### src/rtl/cq_pkg.sv
// Package for the circular queue: sizes, request codes and the word types of both channels.
// Used by circular_queue, cq_ctrl and cq_dp; it depends on nothing.
package cq_pkg;

   localparam int DEPTH  = 16;
   localparam int PTR_W  = (DEPTH > 1) ? $clog2(DEPTH) : 1;
   localparam int CAP_W  = $clog2(DEPTH + 1);
   localparam int CFG_W  = 5;
   localparam int DATA_W = 32;
   localparam int ADDR_W = 2;

   localparam logic [1:0] KIND_ENQ   = 2'd0;
   localparam logic [1:0] KIND_DEQ   = 2'd1;
   localparam logic [1:0] KIND_QUERY = 2'd2;

   localparam logic [ADDR_W-1:0] REG_CAPACITY = ADDR_W'(0);

   typedef struct packed {
      logic [1:0]               kind;
      logic signed [DATA_W-1:0] value;
   } req_type;

   typedef struct packed {
      logic                     accepted;
      logic signed [DATA_W-1:0] front_value;
      logic signed [DATA_W-1:0] rear_value;
      logic                     is_empty;
      logic                     is_full;
   } rsp_type;

   typedef struct packed {
      logic exec;
      logic rd;
      logic rsp;
   } cmd_type;

endpackage

### src/rtl/circular_queue.sv
// Top level of the circular queue: register port, controller and datapath.
// Depends on cq_pkg, cq_ctrl, cq_dp and cq_ram.
//
//   Channel   Handshake                Payload
//   request   start / busy             req_data (kind, value)
//   response  rsp_valid, one cycle     rsp_data (accepted, front, rear, empty, full)
//   register  psel/penable/pwrite      pwdata, prdata (capacity at address 0)
//
// Each word passes through the pointer update and storage write at the accepting edge,
// a read of front and rear from the storage RAM (ST_READ), the response shown (ST_RESP).
// busy stays high from the accepting edge until the response cycle ends.
// Synchronous reset sets capacity to the full depth and empties the queue; no clearing pass.
// The response cannot be held off, so nothing stalls inside the block.
module circular_queue
   import cq_pkg::*;
(
   input  logic                clock,
   input  logic                reset,
   input  logic                start,
   output logic                busy,
   input  req_type             req_data,
   output logic                rsp_valid,
   output rsp_type             rsp_data,
   input  logic                psel,
   input  logic                penable,
   input  logic                pwrite,
   input  logic [ADDR_W-1:0]   paddr,
   input  logic [DATA_W-1:0]   pwdata,
   output logic [DATA_W-1:0]   prdata,
   output logic                pready
);
   cmd_type          cmd;
   logic             cap_wr;
   logic [CAP_W-1:0] capacity;

   assign pready = 1'b1;
   assign cap_wr = psel && penable && pwrite && (paddr == REG_CAPACITY);

   always_comb begin
      unique case (paddr)
         REG_CAPACITY: prdata = DATA_W'(capacity);
         default:      prdata = '0;
      endcase
   end

   cq_ctrl u_ctrl (
      .clock (clock),
      .reset (reset),
      .start (start),
      .busy  (busy),
      .cmd   (cmd)
   );

   cq_dp u_dp (
      .clock     (clock),
      .reset     (reset),
      .cmd       (cmd),
      .req_data  (req_data),
      .cap_wr    (cap_wr),
      .cap_wdata (pwdata[CFG_W-1:0]),
      .capacity  (capacity),
      .rsp_data  (rsp_data)
   );

   assign rsp_valid = cmd.rsp;

endmodule

### src/rtl/cq_ram.sv
// Generic RAM with one write port and two read ports, read data registered.
// Stand-alone; no package needed.
module cq_ram #(
   parameter int  WIDTH = 32,
   parameter int  DEPTH = 16,
   localparam int AW    = (DEPTH > 1) ? $clog2(DEPTH) : 1
) (
   input  logic                 clock,
   input  logic                 wr_en,
   input  logic [AW-1:0]        wr_addr,
   input  logic [WIDTH-1:0]     wr_data,
   input  logic                 rd_en,
   input  logic [AW-1:0]        rd_addr_a,
   input  logic [AW-1:0]        rd_addr_b,
   output logic [WIDTH-1:0]     rd_data_a,
   output logic [WIDTH-1:0]     rd_data_b
);
   logic [WIDTH-1:0] mem_ff [DEPTH];
   logic [WIDTH-1:0] rd_a_ff;
   logic [WIDTH-1:0] rd_b_ff;

   always_ff @(posedge clock) begin
      if (wr_en) begin
         mem_ff[wr_addr] <= wr_data;
      end
      if (rd_en) begin
         rd_a_ff <= mem_ff[rd_addr_a];
         rd_b_ff <= mem_ff[rd_addr_b];
      end
   end

   assign rd_data_a = rd_a_ff;
   assign rd_data_b = rd_b_ff;

endmodule

### src/rtl/cq_ctrl.sv
// Controller of the circular queue: sequences update, storage read and response.
// Depends on cq_pkg.
module cq_ctrl
   import cq_pkg::*;
(
   input  logic    clock,
   input  logic    reset,
   input  logic    start,
   output logic    busy,
   output cmd_type cmd
);
   typedef enum logic [1:0] {
      ST_IDLE,
      ST_READ,
      ST_RESP
   } state_type;

   state_type state_ff;
   logic      busy_ff;
   logic      rd_ff;
   logic      rsp_ff;

   always_ff @(posedge clock) begin
      if (reset) begin
         state_ff <= ST_IDLE;
         busy_ff  <= 1'b0;
         rd_ff    <= 1'b0;
         rsp_ff   <= 1'b0;
      end else begin
         unique case (state_ff)
            ST_IDLE: begin
               if (start) begin
                  state_ff <= ST_READ;
                  busy_ff  <= 1'b1;
                  rd_ff    <= 1'b1;
               end
            end
            ST_READ: begin
               state_ff <= ST_RESP;
               rd_ff    <= 1'b0;
               rsp_ff   <= 1'b1;
            end
            ST_RESP: begin
               state_ff <= ST_IDLE;
               busy_ff  <= 1'b0;
               rsp_ff   <= 1'b0;
            end
            default: begin
               state_ff <= ST_IDLE;
               busy_ff  <= 1'b0;
               rd_ff    <= 1'b0;
               rsp_ff   <= 1'b0;
            end
         endcase
      end
   end

   assign busy     = busy_ff;
   assign cmd.exec = start && !busy_ff;
   assign cmd.rd   = rd_ff;
   assign cmd.rsp  = rsp_ff;

endmodule

### src/rtl/cq_dp.sv
// Datapath of the circular queue: pointers, fill state, capacity register and storage.
// Depends on cq_pkg and cq_ram.
module cq_dp
   import cq_pkg::*;
(
   input  logic              clock,
   input  logic              reset,
   input  cmd_type           cmd,
   input  req_type           req_data,
   input  logic              cap_wr,
   input  logic [CFG_W-1:0]  cap_wdata,
   output logic [CAP_W-1:0]  capacity,
   output rsp_type           rsp_data
);
   typedef enum logic [1:0] {
      FILL_EMPTY,
      FILL_FULL,
      FILL_PARTIAL
   } fill_type;

   logic [CAP_W-1:0] cap_ff;
   logic [CAP_W-1:0] cap_in;
   logic [PTR_W-1:0] head_ff;
   logic [PTR_W-1:0] head_in;
   logic [PTR_W-1:0] tail_ff;
   logic [PTR_W-1:0] tail_in;
   fill_type         fill_ff;
   fill_type         fill_in;
   logic             ok_ff;
   logic             ok_in;
   logic             ram_wr;
   logic [PTR_W-1:0] head_adv;
   logic [PTR_W-1:0] tail_adv;
   logic [PTR_W-1:0] last_ptr;
   logic [DATA_W-1:0] front_raw;
   logic [DATA_W-1:0] rear_raw;

   function automatic logic [PTR_W-1:0] advance(input logic [PTR_W-1:0] p,
                                                input logic [CAP_W-1:0] cap);
      logic [PTR_W:0] n;
      begin
         n = {1'b0, p} + (PTR_W+1)'(1);
         if (32'(n) >= 32'(cap)) begin
            advance = '0;
         end else begin
            advance = n[PTR_W-1:0];
         end
      end
   endfunction

   // A written capacity of zero is taken as one, and anything above the depth as the depth.
   always_comb begin
      if (cap_wdata == '0) begin
         cap_in = CAP_W'(1);
      end else if (32'(cap_wdata) > DEPTH) begin
         cap_in = CAP_W'(DEPTH);
      end else begin
         cap_in = CAP_W'(cap_wdata);
      end
   end

   assign head_adv = advance(head_ff, cap_ff);
   assign tail_adv = advance(tail_ff, cap_ff);

   always_comb begin
      head_in = head_ff;
      tail_in = tail_ff;
      fill_in = fill_ff;
      ok_in   = 1'b1;
      ram_wr  = 1'b0;
      case (req_data.kind)
         KIND_ENQ: begin
            if (fill_ff == FILL_FULL) begin
               ok_in = 1'b0;
            end else begin
               ram_wr  = cmd.exec;
               tail_in = tail_adv;
               fill_in = (head_ff == tail_adv) ? FILL_FULL : FILL_PARTIAL;
            end
         end
         KIND_DEQ: begin
            if (fill_ff == FILL_EMPTY) begin
               ok_in = 1'b0;
            end else begin
               head_in = head_adv;
               fill_in = (head_adv == tail_ff) ? FILL_EMPTY : FILL_PARTIAL;
            end
         end
         default: begin
            ok_in = 1'b1;
         end
      endcase
   end

   always_ff @(posedge clock) begin
      if (reset) begin
         cap_ff  <= CAP_W'(DEPTH);
         head_ff <= '0;
         tail_ff <= '0;
         fill_ff <= FILL_EMPTY;
         ok_ff   <= 1'b0;
      end else if (cap_wr) begin
         cap_ff  <= cap_in;
         head_ff <= '0;
         tail_ff <= '0;
         fill_ff <= FILL_EMPTY;
      end else if (cmd.exec) begin
         head_ff <= head_in;
         tail_ff <= tail_in;
         fill_ff <= fill_in;
         ok_ff   <= ok_in;
      end
   end

   // The newest word sits one place behind the tail, wrapping at the capacity.
   assign last_ptr = (tail_ff == '0) ? PTR_W'(cap_ff - CAP_W'(1))
                                     : tail_ff - PTR_W'(1);

   cq_ram #(
      .WIDTH (DATA_W),
      .DEPTH (DEPTH)
   ) u_ram (
      .clock     (clock),
      .wr_en     (ram_wr),
      .wr_addr   (tail_ff),
      .wr_data   (req_data.value),
      .rd_en     (cmd.rd),
      .rd_addr_a (head_ff),
      .rd_addr_b (last_ptr),
      .rd_data_a (front_raw),
      .rd_data_b (rear_raw)
   );

   assign capacity             = cap_ff;
   assign rsp_data.accepted    = ok_ff;
   assign rsp_data.front_value = (fill_ff == FILL_EMPTY) ? '1 : front_raw;
   assign rsp_data.rear_value  = (fill_ff == FILL_EMPTY) ? '1 : rear_raw;
   assign rsp_data.is_empty    = (fill_ff == FILL_EMPTY);
   assign rsp_data.is_full     = (fill_ff == FILL_FULL);

endmodule
### config.mk
export PLATFORM = sky130hd
export DESIGN_NAME = circular_queue
export DESIGN_NICKNAME = d
export VERILOG_FILES = /design/src/rtl/cq_pkg.sv /design/src/rtl/circular_queue.sv /design/src/rtl/cq_ram.sv /design/src/rtl/cq_ctrl.sv /design/src/rtl/cq_dp.sv
export SDC_FILE = /design/constraint.sdc
export NUM_CORES = 1
export LEC_CHECK = 0
export BUFFER_PORTS_ARGS = -buffer_cell sky130_fd_sc_hd__buf_2
export CAP_MARGIN = 20
export CORE_MARGIN = 2
export CORE_UTILIZATION = 40
export CTS_BUF_LIST = sky130_fd_sc_hd__clkbuf_4 sky130_fd_sc_hd__clkbuf_8
export CTS_CLUSTER_DIAMETER = 150
export DETAILED_ROUTE_END_ITERATION = 16
export GPL_TIMING_DRIVEN = 1
export PLACE_DENSITY_LB_ADDON = 0.1
export SLEW_MARGIN = 20
export SYNTH_ARGS = -nofsm -noshare
export SYNTH_HDL_FRONTEND = slang
export SYNTH_SLANG_ARGS = --single-unit
### constraint.sdc
create_clock -name clock -period 6.7 [get_ports clock]
set_clock_uncertainty 0.1 [all_clocks]
set_input_delay 0.335 -clock clock [delete_from_list [all_inputs] [get_ports clock]]
set_output_delay 0.335 -clock clock [all_outputs]
set_load 0.01 [all_outputs]
==> impl_metrics.toml, run 1 <==
[floorplanning]
core_area_sq_um = 68590
ios = 176
die_w_microns = 267.4
die_area_sq_um = 71490
num_rows = 96
start_util_pct = 40.46
die_h_microns = 267.4

[clock_tree]
ctsResizeCount = 0
htree_levels = 3
clock_path_buffers = 3
cts_sinks = 597
clk_latency_ps = 700
cts_tree = "built"
cts_buffers = 100
cts_root_buf = "clkbuf_8"
path_clk_slew_ps = 60

[global_route]
grt_max_degree = 109
antenna_found_initial = 5
grt_pass1_vias = 17601
grt_pass1_wl_mm = 115.2
grt_overflow = 0
grtUsageTotal_pct = 22.23

[finish]
nFillCells = 6113
layout-drive-gt1-share_pct = 24.83
regArea_sq_um = 17730
fin_util_pct = 46.11
syn_to_final_growth_pct = 13.97
multi_input_area_sq_um = 9375
final_nets = 2313

[power_and_ir_drop]
power_frac_seq_pct = 55.4
p_per_area_nw_per_um2 = 237.7
p_clk_share_pct = 40.3
p_int_mw = 5.841
p_comb_share_pct = 4.3
peakVddDrop_mv = 0.1225
p_switching_mw = 1.677
switching_share_pct = 22.31
p_leak_nw = 10.57

[sta]
finalHoldViolCount = 0
rsz0062_at_grt = "no"
relSlewSlack_pct = 27.77
max_freq_mhz = 200.2
final-setup-viol-count = 0
setup_tns_ps = 0
drv_slew = 0
worst_pin_slew_ps = 1083
post-route-period-util_pct = 74.55
period_needed_ps = 4995

[synth]
synth_area_leaders = "edfxtp_1, mux4_2, nand2_1"
yosys-top-cells-count = "edfxtp_1, nand2_1, nand3_1"
synth_top_area_cell = "edfxtp_1"
synth_seq_area_share_pct = 63.85
yosysMostFrequentCell = "edfxtp_1"
synth-main-ff-cell = "edfxtp_1"
synth_top_area_share_pct = 62.33
ys_ff_latch = 597
yosys_warnings = 0
async_flop_share_pct = 0
synthesis.area_sq_um = 27750
synth.distinct_cells = 56
synth_edf_count = 576
syn_avg_cell_area_sq_um = 13.51
synth_cells = 2054

[routing]
dr.first_iter.drc_count = 1679
dr.pass1.iters = 5
drt-total-wl_mm = 78.92
ant_nets = 0
drc = 0
vias = 17704
detail_route.wl_per_cell_microns = 24.50
avgViaCountPerCell = 5.496

[status]
status = "complete, no violations"

[place]
dp_hpwl_mm = 40.89
io_buffers = 120
place.gp.congestion = 0.7689

[worst_hold_path]
hold_class = "in -> reg"
holdCritStartpoint = "penable"

[critical_path]
crit_path_end = "u_dp.u_ram.rd_data_b[5]"
reg2reg_depth = 12
rr_endpoint = "u_dp.u_ram.rd_data_b[5]"
worstPathArrival_ps = 5290
reg2reg_from = "u_dp.tail_ff[0]"
startpoint = "u_dp.tail_ff[0]"
critPathMaxFanout = 108
regToRegSetupSlack_ps = 1700
critPathCaptureType = "flop"
critPathKind = "reg -> reg"
worst_setup_path_start_kind = "flop"
crit_required_ps = 7000

[flow_run]
cap_viol_max_count = 0
-- stage by stage --
stage | worst slack, ps | hold WS [ps] | cell area [sq um] | total power, mW | std cells
3_5_place_dp | 1691 | 366.8 | 29350 | 4.553 | 3006
5_1_grt | 1382 | 142.7 | 31630 | 7.793 | 3221
6_report | 1705 | 128.8 | 31630 | 7.519 | 3221
2_1_floorplan | 1673 | 333.9 | 27850 | 4.414 | 2080
3_3_place_gp | 1681 | 369.6 | 29350 | 4.547 | 3006
4_1_cts | 1674 | 37.22 | 31620 | 7.610 | 3219
-- routing by layer --
layer	track usage (%)	routed length, microns
met3	3.282	4964
met2	36.48	38220
met5	0	7
met1	30.56	33970
met4	7.076	1757
-- registers in the layout (all words and copies together), names as in the netlist --
| name | cells |
|---|---|
| u_dp.u_ram.mem_ff | 512 |
| u_dp.head_ff | 4 |
| u_ctrl.state_ff | 2 |
| u_dp.u_ram.rd_data_a | 32 |
| u_ctrl.rsp_ff | 1 |
| u_dp.ok_ff | 1 |
| u_ctrl.rd_ff | 1 |
| u_dp.fill_ff | 2 |
| u_dp.u_ram.rd_data_b | 32 |
| u_dp.tail_ff | 4 |
| u_dp.capacity | 5 |
| u_ctrl.busy | 1 |
-- placed cells by master (no fill, tap or decap), types with 21 or more instances in the layout --
cell           synthesis  routed
nor2_1                26      21
edfxtp_1             576     576
dlygate4sd3_1          0      46
buf_2                 47     120
nand4_1               66      66
conb_1                 2      28
mux4_2               160     160
clkinv_1               0      23
nand2_1              521     521
clkbuf_4               0      27
or2_2                 65      65
mux2i_1               36      36
buf_4                 33      40
nand3_1              258     258
clkbuf_8               0     102
-- power by group through the flow --
stage / Combinational, mW / Clock, mW / Sequential [mW]
after floorplan: 0.174 / 0 / 4.24
after global placement: 0.302 / 0 / 4.25
after detailed placement: 0.306 / 0 / 4.25
after CTS: 0.327 / 3.11 / 4.17
after global routing: 0.354 / 3.27 / 4.17
final: 0.323 / 3.03 / 4.17
-- layout make-up --
| type | count | share of cell area, % |
|---|---|---|
| multi-input combinational | 1295 | 29.64 |
| timing repair buffer | 211 | 4.621 |
| inverter | 18 | 0.2374 |
| clock buffer | 129 | 5.080 |
| antenna | 2 | 0.01582 |
| sequential | 597 | 56.07 |
| tap | 931 | 3.683 |
| clock inverter | 38 | 0.6488 |
-- how the worst min path moves through the flow --
stage | to | slack [ps] | depth (start not counted)
5_1_grt | u_dp.capacity[4] | 140 | 4
3_5_place_dp | u_ctrl.rsp_ff | 370 | 1
2_1_floorplan | u_dp.u_ram.mem_ff[0][0] | 330 | 0
6_report | u_dp.ok_ff | 130 | 4
4_1_cts | u_dp.capacity[4] | 40 | 4
3_3_place_gp | u_ctrl.state_ff[1] | 370 | 1
-- what timing repair did --
item                                   CTS  global route
endpoints found under the hold margin  525             0
setup endpoints to repair                0             0
hold buffers                            46             0
buffers inserted                         0             0
-- worst max-delay path: stages (launching register included) --
cell and delay (ps):
dfxtp_1 600, inv_1 200, ha_1 290, nor3b_4 180, mux2_8 690, inv_8 390, ha_1 340, or3_4 410
a21oi_4 720, buf_12 360, nand3_1 110, nand4_1 140, mux2i_1 90
-- kinds of logic after synthesis --
family / share of synthesized area [%]
xor gates and xnor gates: 0.2525
other: 0.02706
and+or+nand+nor: 16.41
DFF: 63.85
AOI/OAI and AO/OA: 1.204
adders and majority gates: 0.7214
buffers and inverters: 3.201
muxes: 14.34
Power figures use the tool's default switching activity.
==> run 2, diff against run 1 <==
==> constraint.sdc (replaced) <==
create_clock -name clock -period 4.2 [get_ports clock]
set_clock_uncertainty 0.1 [all_clocks]
set_input_delay 0.21 -clock clock [delete_from_list [all_inputs] [get_ports clock]]
set_output_delay 0.21 -clock clock [all_outputs]
set_load 0.01 [all_outputs]
==> impl_metrics.toml, run 2 (same netlist as run 1, synthesis figures left out) <==
[finish]
multi_input_area_sq_um = 9384
largest_reg_flops = 512
mostFrequentLayoutCells = "edfxtp_1, nand2_1, nand3_1"
layout-drive-gt1-share_pct = 25.49
fin_util_pct = 46.63
nFillCells = 6104
syn_to_final_growth_pct = 15.26
regArea_sq_um = 17730
final_nets = 2334
regMostFlops = "u_dp.u_ram.mem_ff"
instances_no_fill = 3260
final_common_cell = "edfxtp_1"

[sta]
worst_pin_slew_ps = 1027
period_needed_ps = 3561
timing.final.ws_setup_ps = 639.2
relSlewSlack_pct = 31.53
finalHoldViolCount = 0
post-route-period-util_pct = 84.78
final-setup-viol-count = 0
rsz0062_at_grt = "no"
drv_slew = 0
max_freq_mhz = 280.8
holdWs_ps = 240.4

[place]
dp_hpwl_mm = 42.37
placedCellCount = 3023
place_ws_ps = 632.4
place.gp.congestion = 0.7728
io_buffers = 120

[routing]
detail_route.wl_per_cell_microns = 24.38
avgViaCountPerCell = 5.492
drt-total-wl_mm = 79.47
ant_nets = 0
vias = 17905
dr.pass1.iters = 6
drc = 0
dr.first_iter.drc_count = 1673

[critical_path]
critPathCaptureType = "flop"
rr_endpoint = "u_dp.u_ram.rd_data_b[29]"
reg2reg_from = "u_dp.tail_ff[0]"
worst_setup_path_start_kind = "flop"
reg2reg_depth = 12
startpoint = "u_dp.tail_ff[0]"
worstPathArrival_ps = 3880
regToRegSetupSlack_ps = 640
crit_required_ps = 4520
critPathKind = "reg -> reg"
critPathMaxFanout = 19

[floorplanning]
die_area_sq_um = 71490
die_h_microns = 267.4
ios = 176
num_rows = 96
die_w_microns = 267.4
start_util_pct = 40.46
core_area_sq_um = 68590

[power_and_ir_drop]
p_comb_share_pct = 4.3
p_int_mw = 9.554
p_leak_nw = 10.77
p_total_mw = 12.30
p_per_area_nw_per_um2 = 384.7
power_frac_seq_pct = 54.0
p_switching_mw = 2.749
peakVddDrop_mv = 0.2046
p_clk_share_pct = 41.7
switching_share_pct = 22.35

[clock_tree]
clk_latency_ps = 690
cts_setup_buffers = 0
htree_levels = 3
cts_root_buf = "clkbuf_8"
cts_sinks = 597
clock_path_buffers = 3
cts_buffers = 100
cts_tree = "built"
path_clk_slew_ps = 60

[global_route]
grt_pass1_wl_mm = 116.6
grt_pass1_vias = 18140
grt_max_degree = 193
grtUsageTotal_pct = 22.35
grt_overflow = 0
antenna_found_initial = 4

[worst_hold_path]
holdCritStartpoint = "reset"
worstHoldPathCells = 3
whs_endpoint = "u_ctrl.state_ff[1]"
hold_class = "in -> reg"

[flow_run]
cap_viol_max_count = 0

[status]
status = "complete, no violations"
==> run 2: cell count changes in the layout (fill, tap and decap cells not counted), sizes merged <==
cell         change
buf             +17
bufinv           +2
diode            +1
clkbuf           +8
inv              +1
clkinv           +8
dlygate4sd3      +4
clkinvlp         -2
==> run 2: how the worst max path moves through the flow <==
stage                                to  slack (ps)
2_1_floorplan   u_dp.u_ram.mem_ff[1][0]        -820
3_3_place_gp   u_dp.u_ram.rd_data_b[29]         700
3_5_place_dp   u_dp.u_ram.rd_data_b[29]         630
4_1_cts        u_dp.u_ram.rd_data_b[29]         640
5_1_grt        u_dp.u_ram.rd_data_b[29]         500
6_report       u_dp.u_ram.rd_data_b[29]         640
==> run 2: metrics by stage <==
step                TNS [ps]  area [sq um]
detailed placement         0         29510
CTS                        0         31980
floorplan             -52490         27850
global route               0         31980
global placement           0         29510
finish                     0         31980
==> run 2: per-layer routing <==
| metal | vias up | track usage (%) | part of all wire, % |
|---|---|---|---|
| met1 | 9055 | 29.57 | 42 |
| li1 | 8068 | - | - |
| met2 | 642 | 37.37 | 49 |
| met4 | 0 | 7.850 | 2.7 |
| met3 | 140 | 3.659 | 6.2 |
| met5 | - | 0 | 0 |
==> run 2: timing repair <==
action	4_1_cts	5_1_grt
hold buffers	50	0
resized for setup	0	0
hold endpoints to repair	529	0
==> run 2: worst max-delay path: stages, from the launching register on <==
cell,delay (ps)
dfxtp_1,310
inv_1,150
ha_1,250
nor3b_4,270
mux2_8,240
inv_8,40
ha_1,180
o21ai_0,280
and3_2,750
buf_4,360
nand3_1,100
nand4_1,130
mux2i_1,90
==> run 2: power groups by stage <==
stage / logic (mW) / clock network [mW] / registers, mW
after floorplan: 0.278 / 0 / 6.76
after global placement: 0.486 / 0 / 6.77
after detailed placement: 0.495 / 0 / 6.78
after CTS: 0.530 / 5.25 / 6.65
after global routing: 0.573 / 5.50 / 6.65
final: 0.525 / 5.13 / 6.65
==> run 2: final cells by class <==
type                    instances  area share [%]
inverters                      18          0.2347
well taps                     931           3.642
diodes                          3         0.02347
clock buffers                 137           5.230
repair buffers                232           5.172
flip-flops and latches        597           55.45
multi-input cells            1295           29.34
clock inverters                47          0.9115
